===== src/rrts_pkg.sv =====
package rrts_pkg;

  // Command codes carried in the kind field
  typedef enum logic [2:0] {
    K_CREATE   = 3'd0,
    K_DELETE   = 3'd1,
    K_SUSPEND  = 3'd2,
    K_RESUME   = 3'd3,
    K_DISPATCH = 3'd4,
    K_SLEEP    = 3'd5,
    K_TICK     = 3'd6,
    K_QUERY    = 3'd7
  } kind_t;

  // Life cycle of one thread slot
  typedef enum logic [1:0] {
    SL_DEAD    = 2'd0,
    SL_READY   = 2'd1,
    SL_RUN     = 2'd2,
    SL_SUSP    = 2'd3
  } slot_t;

  // Result status codes
  typedef enum logic [1:0] {
    ST_OK      = 2'd0,
    ST_NO_FREE = 2'd1,
    ST_HALT    = 2'd2,
    ST_UNUSED  = 2'd3
  } status_t;

  // Operations of the shared counter unit
  typedef enum logic {
    ALU_ADD_SAT = 1'b0,
    ALU_SUB     = 1'b1
  } alu_op_t;

  // Command sequencer states
  typedef enum logic [3:0] {
    S_IDLE,
    S_CUR_RD,
    S_CUR_LD,
    S_CUR_SLP,
    S_CUR_EL,
    S_CUR_RUN,
    S_CUR_WR,
    S_SCAN_RD,
    S_SCAN_CHK,
    S_PICK_EL,
    S_PICK_WAIT,
    S_PICK_BURST,
    S_TGT_RD,
    S_TGT_MOD,
    S_WR,
    S_DONE
  } seq_state_t;

endpackage


===== src/round_robin_thread_scheduler.sv =====
// Round-robin thread scheduler. Each command on the in_ stream gives exactly one result on
// the out_ stream. All per-slot counters (stamp, bursts, run, wait, sleep) live in one RAM
// row per slot next to the slot state; a valid bit per row makes unwritten rows read as
// dead with zero counters, so no clearing pass follows reset. One command is taken at a
// time. Create walks the slots from slot 0 to find a dead one; dispatch and sleep first
// demote the current slot, then walk on from the slot after it to find a ready one. A tick
// with no current slot, or a slot id out of range, goes straight to its result. The walk
// reads and checks one slot at a time, and every per-slot counter update shares the single
// add/subtract unit (saturating add, wrapping subtract). A finished result may wait in the
// output register while the next command is taken; a second finished result waits until
// that register is free.
module round_robin_thread_scheduler #(
  parameter int SLOTS      = 16,
  parameter int COUNT_BITS = 32
) (
  input  logic         clk,
  input  logic         rst_n,
  // Command stream
  input  logic         in_tvalid,
  output logic         in_tready,
  input  logic [23:0]  in_tdata,   // kind[2:0], thread_id[6:3], sleep_amount[22:7]
  // Result stream
  output logic         out_tvalid,
  input  logic         out_tready,
  output logic [143:0] out_tdata   // status[1:0], result_id[5:2], slot_state[7:6],
                                   // live_threads[12:8], burst_total[44:13],
                                   // run_ticks[76:45], wait_ticks[108:77],
                                   // sleep_ticks[140:109]
);

  localparam int CB    = COUNT_BITS;
  localparam int SW    = $clog2(SLOTS);
  localparam int LW    = $clog2(SLOTS + 1);
  localparam int ROW_W = 2 + 5 * CB;
  localparam int AW    = (CB > 16) ? CB : 16;

  // Clamp a counter to the 32-bit result field
  function automatic logic [31:0] sat32(input logic [63:0] v);
    sat32 = (v[63:32] != 32'd0) ? 32'hFFFF_FFFF : v[31:0];
  endfunction

  // Command fields
  rrts_pkg::kind_t in_kind;
  logic [3:0]      in_tid;
  logic [15:0]     in_amt;
  logic            in_fire;
  logic            id_ok;

  assign in_kind = rrts_pkg::kind_t'(in_tdata[2:0]);
  assign in_tid  = in_tdata[6:3];
  assign in_amt  = in_tdata[22:7];
  assign in_fire = in_tvalid && in_tready;
  assign id_ok   = (SLOTS > 16) || (int'(in_tid) < SLOTS);

  // Sequencer and control registers
  rrts_pkg::seq_state_t st_r, st_nxt;
  rrts_pkg::kind_t      kind_r, kind_nxt;
  logic [15:0]          amt_r, amt_nxt;
  logic [SW-1:0]        idx_r, idx_nxt;
  logic [SW-1:0]        cnt_r, cnt_nxt;
  logic [SW-1:0]        cur_r, cur_nxt;
  logic                 cur_valid_r, cur_valid_nxt;
  logic [LW-1:0]        live_r, live_nxt;
  logic [CB-1:0]        now_r, now_nxt;
  logic [SLOTS-1:0]     valid_r, valid_nxt;
  logic                 show_r, show_nxt;
  rrts_pkg::status_t    status_r, status_nxt;
  logic [3:0]           res_id_r, res_id_nxt;
  logic                 out_valid_r, out_valid_nxt;
  logic [143:0]         out_data_r, out_data_nxt;

  // Working copy of one slot row
  rrts_pkg::slot_t      row_state_r, row_state_nxt;
  logic [CB-1:0]        row_stamp_r, row_stamp_nxt;
  logic [CB-1:0]        row_burst_r, row_burst_nxt;
  logic [CB-1:0]        row_run_r, row_run_nxt;
  logic [CB-1:0]        row_wait_r, row_wait_nxt;
  logic [CB-1:0]        row_sleep_r, row_sleep_nxt;
  logic [CB-1:0]        acc_r, acc_nxt;

  // RAM and shared unit hookup
  logic                 ram_we;
  logic [ROW_W-1:0]     ram_wdata;
  logic [ROW_W-1:0]     ram_rdata;
  rrts_pkg::alu_op_t    alu_op;
  logic [CB-1:0]        alu_a, alu_b, alu_y;

  // Row as read, with unwritten rows shown as dead and zero
  rrts_pkg::slot_t      rd_state;
  logic [CB-1:0]        rd_stamp, rd_burst, rd_run, rd_wait, rd_sleep;
  logic                 rd_valid;
  logic [AW-1:0]        amt_ext;
  logic [CB-1:0]        amt_sat;
  logic [SW-1:0]        idx_inc;
  logic                 scan_hit;

  assign rd_valid = valid_r[idx_r];
  assign rd_state = rd_valid ? rrts_pkg::slot_t'(ram_rdata[1:0]) : rrts_pkg::SL_DEAD;
  assign rd_stamp = rd_valid ? ram_rdata[2 +: CB] : '0;
  assign rd_burst = rd_valid ? ram_rdata[2 + CB +: CB] : '0;
  assign rd_run   = rd_valid ? ram_rdata[2 + 2 * CB +: CB] : '0;
  assign rd_wait  = rd_valid ? ram_rdata[2 + 3 * CB +: CB] : '0;
  assign rd_sleep = rd_valid ? ram_rdata[2 + 4 * CB +: CB] : '0;

  assign ram_wdata = {row_sleep_r, row_wait_r, row_run_r, row_burst_r, row_stamp_r,
                      row_state_r};

  // Sleep amount clamped to counter range so the add still saturates
  assign amt_ext = AW'(amt_r);
  assign amt_sat = (amt_ext > AW'({CB{1'b1}})) ? '1 : CB'(amt_ext);

  assign idx_inc  = (idx_r == SW'(SLOTS - 1)) ? '0 : idx_r + 1'b1;
  assign scan_hit = (kind_r == rrts_pkg::K_CREATE) ? (rd_state == rrts_pkg::SL_DEAD)
                                                   : (rd_state == rrts_pkg::SL_READY);

  rrts_ram #(
    .WIDTH (ROW_W),
    .DEPTH (SLOTS)
  ) u_ram (
    .clk   (clk),
    .we    (ram_we),
    .waddr (idx_r),
    .wdata (ram_wdata),
    .raddr (idx_r),
    .rdata (ram_rdata)
  );

  rrts_alu #(
    .COUNT_BITS (CB)
  ) u_alu (
    .op (alu_op),
    .a  (alu_a),
    .b  (alu_b),
    .y  (alu_y)
  );

  assign in_tready  = (st_r == rrts_pkg::S_IDLE);
  assign out_tvalid = out_valid_r;
  assign out_tdata  = out_data_r;

  // Sequencer state register
  always_ff @(posedge clk) begin
    if (!rst_n) begin
      st_r <= rrts_pkg::S_IDLE;
    end else begin
      st_r <= st_nxt;
    end
  end

  // Control registers
  always_ff @(posedge clk) begin
    if (!rst_n) begin
      cur_r       <= '0;
      cur_valid_r <= 1'b0;
      live_r      <= '0;
      now_r       <= '0;
      valid_r     <= '0;
      out_valid_r <= 1'b0;
    end else begin
      cur_r       <= cur_nxt;
      cur_valid_r <= cur_valid_nxt;
      live_r      <= live_nxt;
      now_r       <= now_nxt;
      valid_r     <= valid_nxt;
      out_valid_r <= out_valid_nxt;
    end
  end

  // Payload and working registers
  always_ff @(posedge clk) begin
    kind_r      <= kind_nxt;
    amt_r       <= amt_nxt;
    idx_r       <= idx_nxt;
    cnt_r       <= cnt_nxt;
    show_r      <= show_nxt;
    status_r    <= status_nxt;
    res_id_r    <= res_id_nxt;
    out_data_r  <= out_data_nxt;
    row_state_r <= row_state_nxt;
    row_stamp_r <= row_stamp_nxt;
    row_burst_r <= row_burst_nxt;
    row_run_r   <= row_run_nxt;
    row_wait_r  <= row_wait_nxt;
    row_sleep_r <= row_sleep_nxt;
    acc_r       <= acc_nxt;
  end

  // Next state and datapath control
  always_comb begin
    st_nxt        = st_r;
    kind_nxt      = kind_r;
    amt_nxt       = amt_r;
    idx_nxt       = idx_r;
    cnt_nxt       = cnt_r;
    cur_nxt       = cur_r;
    cur_valid_nxt = cur_valid_r;
    live_nxt      = live_r;
    now_nxt       = now_r;
    valid_nxt     = valid_r;
    show_nxt      = show_r;
    status_nxt    = status_r;
    res_id_nxt    = res_id_r;
    out_valid_nxt = out_valid_r && !out_tready;
    out_data_nxt  = out_data_r;
    row_state_nxt = row_state_r;
    row_stamp_nxt = row_stamp_r;
    row_burst_nxt = row_burst_r;
    row_run_nxt   = row_run_r;
    row_wait_nxt  = row_wait_r;
    row_sleep_nxt = row_sleep_r;
    acc_nxt       = acc_r;
    ram_we        = 1'b0;
    alu_op        = rrts_pkg::ALU_ADD_SAT;
    alu_a         = '0;
    alu_b         = '0;

    unique case (st_r)
      // Take a command and pick the first step
      rrts_pkg::S_IDLE: begin
        if (in_fire) begin
          kind_nxt   = in_kind;
          amt_nxt    = in_amt;
          show_nxt   = 1'b1;
          status_nxt = rrts_pkg::ST_OK;
          res_id_nxt = in_tid;
          cnt_nxt    = '0;
          unique case (in_kind)
            rrts_pkg::K_CREATE: begin
              idx_nxt = '0;
              st_nxt  = rrts_pkg::S_SCAN_RD;
            end
            rrts_pkg::K_DISPATCH, rrts_pkg::K_SLEEP: begin
              if (cur_valid_r) begin
                idx_nxt = cur_r;
                st_nxt  = rrts_pkg::S_CUR_RD;
              end else begin
                idx_nxt = '0;
                st_nxt  = rrts_pkg::S_SCAN_RD;
              end
            end
            rrts_pkg::K_TICK: begin
              now_nxt = now_r + 1'b1;
              if (cur_valid_r) begin
                idx_nxt = cur_r;
                st_nxt  = rrts_pkg::S_TGT_RD;
              end else begin
                show_nxt   = 1'b0;
                res_id_nxt = '0;
                st_nxt     = rrts_pkg::S_DONE;
              end
            end
            rrts_pkg::K_DELETE, rrts_pkg::K_SUSPEND, rrts_pkg::K_RESUME,
            rrts_pkg::K_QUERY: begin
              if (id_ok) begin
                idx_nxt = SW'(in_tid);
                st_nxt  = rrts_pkg::S_TGT_RD;
              end else begin
                show_nxt = 1'b0;
                st_nxt   = rrts_pkg::S_DONE;
              end
            end
            default: st_nxt = rrts_pkg::S_DONE;
          endcase
        end
      end

      // Demote the current slot before the search
      rrts_pkg::S_CUR_RD: st_nxt = rrts_pkg::S_CUR_LD;
      rrts_pkg::S_CUR_LD: begin
        row_state_nxt = rd_state;
        row_stamp_nxt = rd_stamp;
        row_burst_nxt = rd_burst;
        row_run_nxt   = rd_run;
        row_wait_nxt  = rd_wait;
        row_sleep_nxt = rd_sleep;
        if (rd_state == rrts_pkg::SL_DEAD) begin
          idx_nxt = idx_inc;
          cnt_nxt = '0;
          st_nxt  = rrts_pkg::S_SCAN_RD;
        end else if (kind_r == rrts_pkg::K_SLEEP) begin
          st_nxt = rrts_pkg::S_CUR_SLP;
        end else begin
          st_nxt = rrts_pkg::S_CUR_EL;
        end
      end
      rrts_pkg::S_CUR_SLP: begin
        alu_op        = rrts_pkg::ALU_ADD_SAT;
        alu_a         = row_sleep_r;
        alu_b         = amt_sat;
        row_sleep_nxt = alu_y;
        st_nxt        = rrts_pkg::S_CUR_EL;
      end
      rrts_pkg::S_CUR_EL: begin
        alu_op  = rrts_pkg::ALU_SUB;
        alu_a   = now_r;
        alu_b   = row_stamp_r;
        acc_nxt = alu_y;
        st_nxt  = rrts_pkg::S_CUR_RUN;
      end
      rrts_pkg::S_CUR_RUN: begin
        alu_op        = rrts_pkg::ALU_ADD_SAT;
        alu_a         = row_run_r;
        alu_b         = acc_r;
        row_run_nxt   = alu_y;
        row_state_nxt = rrts_pkg::SL_READY;
        row_stamp_nxt = now_r;
        st_nxt        = rrts_pkg::S_CUR_WR;
      end
      rrts_pkg::S_CUR_WR: begin
        ram_we           = 1'b1;
        valid_nxt[idx_r] = 1'b1;
        idx_nxt          = idx_inc;
        cnt_nxt          = '0;
        st_nxt           = rrts_pkg::S_SCAN_RD;
      end

      // Walk the slots, one read and one check per slot
      rrts_pkg::S_SCAN_RD: st_nxt = rrts_pkg::S_SCAN_CHK;
      rrts_pkg::S_SCAN_CHK: begin
        if (scan_hit) begin
          row_state_nxt = rd_state;
          row_stamp_nxt = rd_stamp;
          row_burst_nxt = rd_burst;
          row_run_nxt   = rd_run;
          row_wait_nxt  = rd_wait;
          row_sleep_nxt = rd_sleep;
          if (kind_r == rrts_pkg::K_CREATE) begin
            row_state_nxt = rrts_pkg::SL_READY;
            row_stamp_nxt = now_r;
            live_nxt      = live_r + 1'b1;
            st_nxt        = rrts_pkg::S_WR;
          end else begin
            st_nxt = rrts_pkg::S_PICK_EL;
          end
        end else if (cnt_r == SW'(SLOTS - 1)) begin
          show_nxt   = 1'b0;
          res_id_nxt = '0;
          if (kind_r == rrts_pkg::K_CREATE) begin
            status_nxt = rrts_pkg::ST_NO_FREE;
          end else begin
            status_nxt    = rrts_pkg::ST_HALT;
            cur_valid_nxt = 1'b0;
            cur_nxt       = '0;
          end
          st_nxt = rrts_pkg::S_DONE;
        end else begin
          idx_nxt = idx_inc;
          cnt_nxt = cnt_r + 1'b1;
          st_nxt  = rrts_pkg::S_SCAN_RD;
        end
      end

      // Promote the chosen slot to running
      rrts_pkg::S_PICK_EL: begin
        alu_op  = rrts_pkg::ALU_SUB;
        alu_a   = now_r;
        alu_b   = row_stamp_r;
        acc_nxt = alu_y;
        st_nxt  = rrts_pkg::S_PICK_WAIT;
      end
      rrts_pkg::S_PICK_WAIT: begin
        alu_op       = rrts_pkg::ALU_ADD_SAT;
        alu_a        = row_wait_r;
        alu_b        = acc_r;
        row_wait_nxt = alu_y;
        st_nxt       = rrts_pkg::S_PICK_BURST;
      end
      rrts_pkg::S_PICK_BURST: begin
        alu_op        = rrts_pkg::ALU_ADD_SAT;
        alu_a         = row_burst_r;
        alu_b         = CB'(1);
        row_burst_nxt = alu_y;
        row_state_nxt = rrts_pkg::SL_RUN;
        row_stamp_nxt = now_r;
        cur_nxt       = idx_r;
        cur_valid_nxt = 1'b1;
        st_nxt        = rrts_pkg::S_WR;
      end

      // Read of one addressed slot, written back for delete, suspend and resume
      rrts_pkg::S_TGT_RD: st_nxt = rrts_pkg::S_TGT_MOD;
      rrts_pkg::S_TGT_MOD: begin
        row_state_nxt = rd_state;
        row_stamp_nxt = rd_stamp;
        row_burst_nxt = rd_burst;
        row_run_nxt   = rd_run;
        row_wait_nxt  = rd_wait;
        row_sleep_nxt = rd_sleep;
        st_nxt        = rrts_pkg::S_WR;
        unique case (kind_r)
          rrts_pkg::K_DELETE: begin
            if (rd_state != rrts_pkg::SL_DEAD) begin
              row_state_nxt = rrts_pkg::SL_DEAD;
              live_nxt      = live_r - 1'b1;
            end
          end
          rrts_pkg::K_SUSPEND: begin
            if (rd_state == rrts_pkg::SL_READY || rd_state == rrts_pkg::SL_RUN) begin
              row_state_nxt = rrts_pkg::SL_SUSP;
            end
          end
          rrts_pkg::K_RESUME: begin
            if (rd_state == rrts_pkg::SL_SUSP) begin
              row_state_nxt = rrts_pkg::SL_READY;
            end
          end
          default: st_nxt = rrts_pkg::S_DONE;
        endcase
      end

      // Write back the working row
      rrts_pkg::S_WR: begin
        ram_we           = 1'b1;
        valid_nxt[idx_r] = 1'b1;
        st_nxt           = rrts_pkg::S_DONE;
      end

      // Hand the result to the output register once it is free
      rrts_pkg::S_DONE: begin
        if (!out_valid_r || out_tready) begin
          out_valid_nxt          = 1'b1;
          out_data_nxt           = '0;
          out_data_nxt[1:0]      = status_r;
          out_data_nxt[12:8]     = 5'(live_r);
          if (show_r) begin
            out_data_nxt[5:2]     = 4'(idx_r);
            out_data_nxt[7:6]     = row_state_r;
            out_data_nxt[44:13]   = sat32(64'(row_burst_r));
            out_data_nxt[76:45]   = sat32(64'(row_run_r));
            out_data_nxt[108:77]  = sat32(64'(row_wait_r));
            out_data_nxt[140:109] = sat32(64'(row_sleep_r));
          end else begin
            out_data_nxt[5:2]     = res_id_r;
          end
          st_nxt = rrts_pkg::S_IDLE;
        end
      end

      default: st_nxt = rrts_pkg::S_IDLE;
    endcase
  end

  // Live count never exceeds the slot table
  a_live_bound: assert property (@(posedge clk) disable iff (!rst_n)
    live_r <= LW'(SLOTS))
    else $error("live count above slot count");

  // Only one command in flight: no accept right after an accept
  a_one_cmd: assert property (@(posedge clk) disable iff (!rst_n)
    in_fire |=> !in_tready)
    else $error("command accepted while busy");

  // A new result appears only out of the final sequencer step
  a_out_src: assert property (@(posedge clk) disable iff (!rst_n)
    $rose(out_valid_r) |-> $past(st_r == rrts_pkg::S_DONE))
    else $error("result raised outside final step");

  // A halt result always leaves no current slot behind it
  a_halt_cur: assert property (@(posedge clk) disable iff (!rst_n)
    (st_r == rrts_pkg::S_DONE && status_r == rrts_pkg::ST_HALT) |-> !cur_valid_r)
    else $error("halt with a current slot");

endmodule


===== src/rrts_ram.sv =====
module rrts_ram #(
  parameter int WIDTH = 8,
  parameter int DEPTH = 16
) (
  input  logic                     clk,
  input  logic                     we,
  input  logic [$clog2(DEPTH)-1:0] waddr,
  input  logic [WIDTH-1:0]         wdata,
  input  logic [$clog2(DEPTH)-1:0] raddr,
  output logic [WIDTH-1:0]         rdata
);

  logic [WIDTH-1:0] mem [DEPTH];

  // Write port and registered read port
  always_ff @(posedge clk) begin
    if (we) begin
      mem[waddr] <= wdata;
    end
    rdata <= mem[raddr];
  end

endmodule


===== src/rrts_alu.sv =====
module rrts_alu #(
  parameter int COUNT_BITS = 32
) (
  input  rrts_pkg::alu_op_t       op,
  input  logic [COUNT_BITS-1:0]   a,
  input  logic [COUNT_BITS-1:0]   b,
  output logic [COUNT_BITS-1:0]   y
);

  logic [COUNT_BITS:0] sum;

  // Saturating add for counters, wrapping subtract for elapsed time
  always_comb begin
    sum = {1'b0, a} + {1'b0, b};
    unique case (op)
      rrts_pkg::ALU_ADD_SAT: y = sum[COUNT_BITS] ? '1 : sum[COUNT_BITS-1:0];
      rrts_pkg::ALU_SUB:     y = a - b;
      default:               y = a - b;
    endcase
  end

endmodule

===== config.mk =====
export PLATFORM = sky130hd
export DESIGN_NAME = round_robin_thread_scheduler
export DESIGN_NICKNAME = d
export VERILOG_FILES = /design/src/rrts_pkg.sv /design/src/round_robin_thread_scheduler.sv /design/src/rrts_ram.sv /design/src/rrts_alu.sv
export SDC_FILE = /design/constraint.sdc
export NUM_CORES = 2
export LEC_CHECK = 0
export BUFFER_PORTS_ARGS = -buffer_cell sky130_fd_sc_hd__buf_2
export CAP_MARGIN = 0
export CORE_ASPECT_RATIO = 0.9
export CORE_MARGIN = 8
export CORE_UTILIZATION = 47
export CTS_CLUSTER_DIAMETER = 40
export DETAILED_ROUTE_END_ITERATION = 7
export PLACE_DENSITY = 0.7
export SLEW_MARGIN = 20
export SYNTH_ARGS = -nofsm -noshare
export SYNTH_HDL_FRONTEND = slang
export SYNTH_HIERARCHICAL = 1
export SYNTH_SLANG_ARGS = --single-unit

===== constraint.sdc =====
create_clock -name clk -period 12 [get_ports clk]
set_input_delay 0 -clock clk [delete_from_list [all_inputs] [get_ports clk]]
set_output_delay 0 -clock clk [all_outputs]
set_load 0.02 [all_outputs]

# Word-level counts from Yosys, hierarchy flattened

Memory sizes are Yosys's and may differ from the RTL's. A register that Yosys moved wholly into a read port is not among the register bits.
Cells that the tools add are included.

Register bits: 432
Output and inout port bits: 146
Input bits: 28
Memories: 1
RAM bits: 2592

$add $sub $neg: 7
Bitwise logic cells: 2
Mux-type cells: 97
Equal/unequal tests: 43
Magnitude comparators: 3
Reductions and logical operators: 45

Memory list:

| memory    | depth | bits a word | rd ports | clocked after memory_dff | write ports | RTL line       | RTL |
|---|---|---|---|---|---|---|---|
| u_ram.mem | 16    | 162         | 1        | 1                        | 1           | rrts_ram.sv:13 | `logic [WIDTH-1:0] mem [DEPTH];` |

Operator list:

| operator              | count |
|---|---|
| $pmux 32 s3           | 5 |
| $mux 32               | 13 |
| $pmux 32 s5           | 1 |
| $pmux 32 s4           | 1 |
| $mux 4                | 24 |
| $pmux 32 s2           | 1 |
| $pmux 4 s16           | 1 |
| $pmux 4 s4            | 4 |
| $eq 4x4->1 const B    | 10 |
| $add 32x32->33        | 1 |
| $add 32x1->32 const B | 1 |
| $gt 16x32->1 const B  | 1 |
| $sub 32x32->32        | 1 |
| $mux 2                | 11 |
| $mux 5                | 4 |
| $mux 1                | 18 |
| $ne 2x2->1 const B    | 9 |
| $reduce_and 2->1      | 9 |
| $eq 4x3->1 const B    | 4 |
| $or 16x16->16         | 1 |
| $pmux 4 s2            | 2 |
| $eq 3x3->1 const B    | 5 |
| $reduce_bool 3->1     | 5 |
| $eq 3x2->1 const B    | 4 |
| other kinds (37)      | 61 |

# Depth between registers and ports, before layout

Depth after elaboration: 8
Depth in mapped cells: 24
Mapped depth without buffers: 20

# By module

Netlist, hierarchy kept.

By module, submodules not included:

| module                       | times used | cells each | area an instance (um^2) | seq. area each (um^2) |
|---|---|---|---|---|
| rrts_ram                     | 1          | 4248       | 100706.6                | 81077.8 |
| round_robin_thread_scheduler | 1          | 1614       | 19097.1                 | 12341.8 |
| rrts_alu                     | 1          | 591        | 3833.7                  | 0.0 |

# Worst setup path after synthesis

OpenSTA, ideal clock, no wires.

Path kind: reg-to-reg
Start: register st_r[2]
End: memory u_ram/mem[0][0] (netlist name), enable pin
Library setup time: 0.882 ns
Path slack: -1.303 ns
Path buffers: 1
Stages on the path, launching flop included: 7
Data required time: 11.118 ns
Period minus slack after synthesis: 13.303 ns
Arrival: 12.421 ns
Cells stage by stage: dfxtp_1 > buf_2 > nor2b_1 > nand2_1 > inv_1 > or3b_2 > nor3_1

Word-level cells in the longest chain between the ends: 5

Ends and longest elaborated chain:

| what                                            | RTL line                            | RTL |
|---|---|---|
| start, declared                                 | round_robin_thread_scheduler.sv:56  | `rrts_pkg::seq_state_t st_r, st_nxt;` |
| start signal, assigned                          | round_robin_thread_scheduler.sv:144 | `st_r <= rrts_pkg::S_IDLE;` |
| start signal, assigned                          | round_robin_thread_scheduler.sv:146 | `st_r <= st_nxt;` |
| $eq 4x4->1 / $eq 4x3->1 (equally long branches) | round_robin_thread_scheduler.sv:217 | `unique case (st_r)` |
| $reduce_or 2->1 (no source line) (*)            | --                                  |  |
| $mux 1 (*)                                      | round_robin_thread_scheduler.sv:217 |  |
| via ram_we                                      | round_robin_thread_scheduler.sv:82  | `logic ram_we;` |
| $mux 1 (*)                                      | rrts_ram.sv:17                      | `if (we) begin` |
| $mux 1 (implied by the code) (*)                | rrts_ram.sv:18                      | `mem[waddr] <= wdata;` |
| end, declared                                   | rrts_ram.sv:13                      |  |

Mark *: on every way through the listed nets, which the timed path passes. The rest lies on a longest branch.

# Final worst setup path

Start: register st_r[2]
End: register row_run_r[28] (data pin)

Word-level cells in the longest chain between the ends: 7

Ends and longest elaborated chain:

| what                                            | RTL line                            | RTL |
|---|---|---|
| $eq 4x4->1 / $eq 4x3->1 (equally long branches) | round_robin_thread_scheduler.sv:217 |  |
| $reduce_or 2->1 (no source line)                | --                                  |  |
| $pmux 32 s4 (*)                                 | round_robin_thread_scheduler.sv:217 |  |
| via alu_b[0]                                    | round_robin_thread_scheduler.sv:86  | `logic [CB-1:0] alu_a, alu_b, alu_y;` |
| $add 32x32->33                                  | rrts_alu.sv:14                      | `sum = {1'b0, a} + {1'b0, b};` |
| $mux 32                                         | rrts_alu.sv:16                      | `rrts_pkg::ALU_ADD_SAT: y = sum[COUNT_BITS] ? '1 : sum[COUNT_BITS-1:0];` |
| $pmux 32 s2 (*)                                 | rrts_alu.sv:15                      | `unique case (op)` |
| via alu_y[28]                                   | round_robin_thread_scheduler.sv:86  |  |
| $pmux 32 s3 (*)                                 | round_robin_thread_scheduler.sv:217 |  |
| via row_run_nxt[28]                             | round_robin_thread_scheduler.sv:76  | `logic [CB-1:0] row_run_r, row_run_nxt;` |
| end signal, assigned                            | round_robin_thread_scheduler.sv:182 | `row_run_r <= row_run_nxt;` |
| end, declared                                   | round_robin_thread_scheduler.sv:76  |  |

Marked as above.
A chain may end at the register's enable or synchronous reset.

==> metrics <==
Vias/cell 6.28; Avg Synthesized Cell Area 19.2 sq um; CTS Hold Bufs 57; # DRC 0; Tmin final 7.94 ns; area delta synth->final 15.7%; area leader, netlist edfxtp_1; Top FF cell, synth edfxtp_1; Overflow after GRT 0; Power Dens Cells 270 mW/mm^2; Leakage about 47 nW; Worst slew margin 19.8%; first-pass GRT wire length 481,000 um; clock sink count 3,186; Register Area 0.0934 sq mm; Setup crit start kind register; measured slew at the worst slew-check pin 1.20 ns; crit path capture type register; CTS Root Cell clkbuf_16; synth warn 6; RSZ-0062 raised after global routing false; buffers inserted by post-CTS timing repair 0; area of the multi-input gates approximately 0.028 sq mm; number of synthesized flops with an enable pin 2,961; sequential element share of the synthesized area 75.6%; largest net degree at the start of global routing 139; Setup Viol. Count Final 0; CTS tree yes; Critical Path RT approximately 13 ns; IO buf count between 150 and 200; total negative slack 0 ns; crit path max fanout 34; core footprint 0.261 sq mm; most frequent cells in the layout edfxtp_1 (2,961), mux4_2 (601), clkbuf_16 (412), nand2_1 (409), a22oi_1 (337); cell mode on critical path buf_4; Clock Skew 0.102 ns; Netlist cell types 85; Total GRT Usage 23.6%; clk slew on worst S/H paths 0.06 ns; WS Path Type reg -> reg; drt total wl ~340,000 um; DRT Pass-1 Iters 7; vias in the first global route between 60,000 and 70,000; Die Y-Extent a little over 500 um; Fin Hold WS 0.115 ns; max-slew violations 0; CTS Buf Count 403; fmax 0.126 GHz; Mapped Cells 6,453; layout filler cell count 19,500; Max Buffers Root-to-Sink 4; Mapped Area 0.124 sq mm; fin cells about 11,000; io pins 174; Detailed Place HPWL ~180,000 um; crit-path cells nor2_1 > nand3_2 > buf_4 > nand2_1 > buf_4 > a32oi_1 > o21ai_0 > ha_1 > fa_1 > nor2b_1 > o21ai_0 > a21oi_1 > a211oi_2 > a211oi_1 > o2111a_1 > nor3_2 > buf_4 > a221oi_1 > or2_1 > a22o_1; max cap viols 0; placed insts 9,897; worst skew pair latency roughly 1.0 ns; maximum VDD drop approximately 350 uV; Worst R2R Setup Slack approximately 4.1 ns; Final period util 66.1%; RePlAce Congestion roughly 0.9; htree depth 5; Initial Util between 40% and 50%; initial antenna violation count 18; DR vias between 60,000 and 70,000; post-route ant nets 0; # resized after CTS 0; Nets 6,952; ranking of synthesized cells by area edfxtp_1 (72%), mux4_2 (11%), dfxtp_1 (3.6%); WL per Instance between 30 and 40 um; max incr delay on CP 0.86 ns; Worst path slowest cell dfxtp_1; arrival time at the worst endpoint 8.65 ns; Die X 557 um; Post-synth ARST share 0%; Starting DRT DRC Count 8,908; synthesized flop and latch total 3,186; outcome finished clean; Final Hold Viols 0; ratio of cells with drive above 1 in the final layout 24.2%; top-area cell type share of the netlist area 71.9%; FP Rows 178; most common cell after layout, fill and taps aside edfxtp_1; Hold Path Class in -> reg; Die Footprint 0.280 sq mm
per-stage QoR:
stage | worst slack (ns) | utilization (%) | power (mW) | cell area (sq um)
after floorplan | 3.07 | - | 22.1 | 124000
after global placement | 4.49 | 49.2 | 26.0 | 129000
after detailed placement | 4.38 | 49.2 | 26.3 | 129000
after CTS | 4.31 | 54.7 | 38.5 | 143000
after global routing | 3.80 | 54.7 | 39.7 | 143000
final | 4.06 | 54.7 | 38.6 | 143000
flip-flops by register name, summed over array words and instances, names as in the netlist, 2 cells and up:
name	count
row_stamp_r	32
u_ram/rdata	162
res_id_r	4
row_burst_r	32
status_r	2
cur_r	4
kind_r	3
row_state_r	2
out_tdata	141
row_sleep_r	32
st_r	4
amt_r	16
live_r	5
acc_r	32
u_ram/mem	2592
cnt_r	4
idx_r	4
now_r	32
valid_r	16
row_run_r	32
row_wait_r	32
cell type report:
| class | count | share of cell area, % |
|---|---|---|
| inverters | 104 | 0.273 |
| multi-input cells | 2796 | 19.8 |
| clock inverters | 255 | 2.16 |
| repair buffers | 358 | 1.85 |
| diodes | 8 | 0.0140 |
| clock buffers | 475 | 7.48 |
| flip-flops and latches | 3186 | 65.3 |
| well taps | 3510 | 3.07 |
cells by family after synthesis:
kind of cell | after synthesis | synth area share (%)
DFF | 3186 | 75.6
AOI/OAI and AO/OA | 976 | 5.59
and+or+nand+nor | 968 | 3.86
muxes | 734 | 12.1
buffers and inverters | 473 | 1.81
adders and majority gates | 76 | 0.785
xor gates and xnor gates | 39 | 0.276
other | 1 | 0.00303
power by group:
| part | internal (mW) | switching (mW) | total [mW] |
|---|---|---|---|
| Sequential | 14.6 | 1.76 | 16.3 |
| Clock | 7.57 | 4.69 | 12.3 |
| Combinational | 3.74 | 6.25 | 9.98 |
| Total | 25.9 | 12.7 | 38.6 |
synthesized netlist by cell type (37+ instances only):
cell	number
edfxtp_1	2961
mux4_2	601
nand2_1	409
a22oi_1	337
dfxtp_1	225
clkbuf_1	207
o21ai_0	192
and2_1	178
a21oi_1	108
inv_1	102
mux2_2	93
buf_2	89
nor2_1	89
a22o_1	84
nand3_1	76
ha_1	72
nor2b_1	70
mux2i_1	40
nand2b_1	40
o221ai_1	37
layer usage:
layer,wire length (um),share of wire (%),global-route usage [%]
met3,35200,10,4.97
met1,129000,38,32.2
met5,54,0.016,0
met2,159000,47,37.6
met4,14800,4.4,9.36
critical path: cells and delay by family (launching register included):
| kind | cells | cell delay, ns |
|---|---|---|
| flops | 1 | 0.86 |
| simple gates | 6 | 2.03 |
| buf+inv | 3 | 1.39 |
| fa+ha+maj | 2 | 0.76 |
| compound gates | 9 | 2.58 |
worst paths after layout:
check                                  from       endpoint  cells past startpoint
worst min-delay path                  rst_n        st_r[1]                      4
worst min register to register  status_r[0]   out_tdata[0]                      0
worst max register to register      st_r[2]  row_run_r[28]                     20
worst max-delay path                st_r[2]  row_run_r[28]                     20
Power figures use the tool's default switching activity.
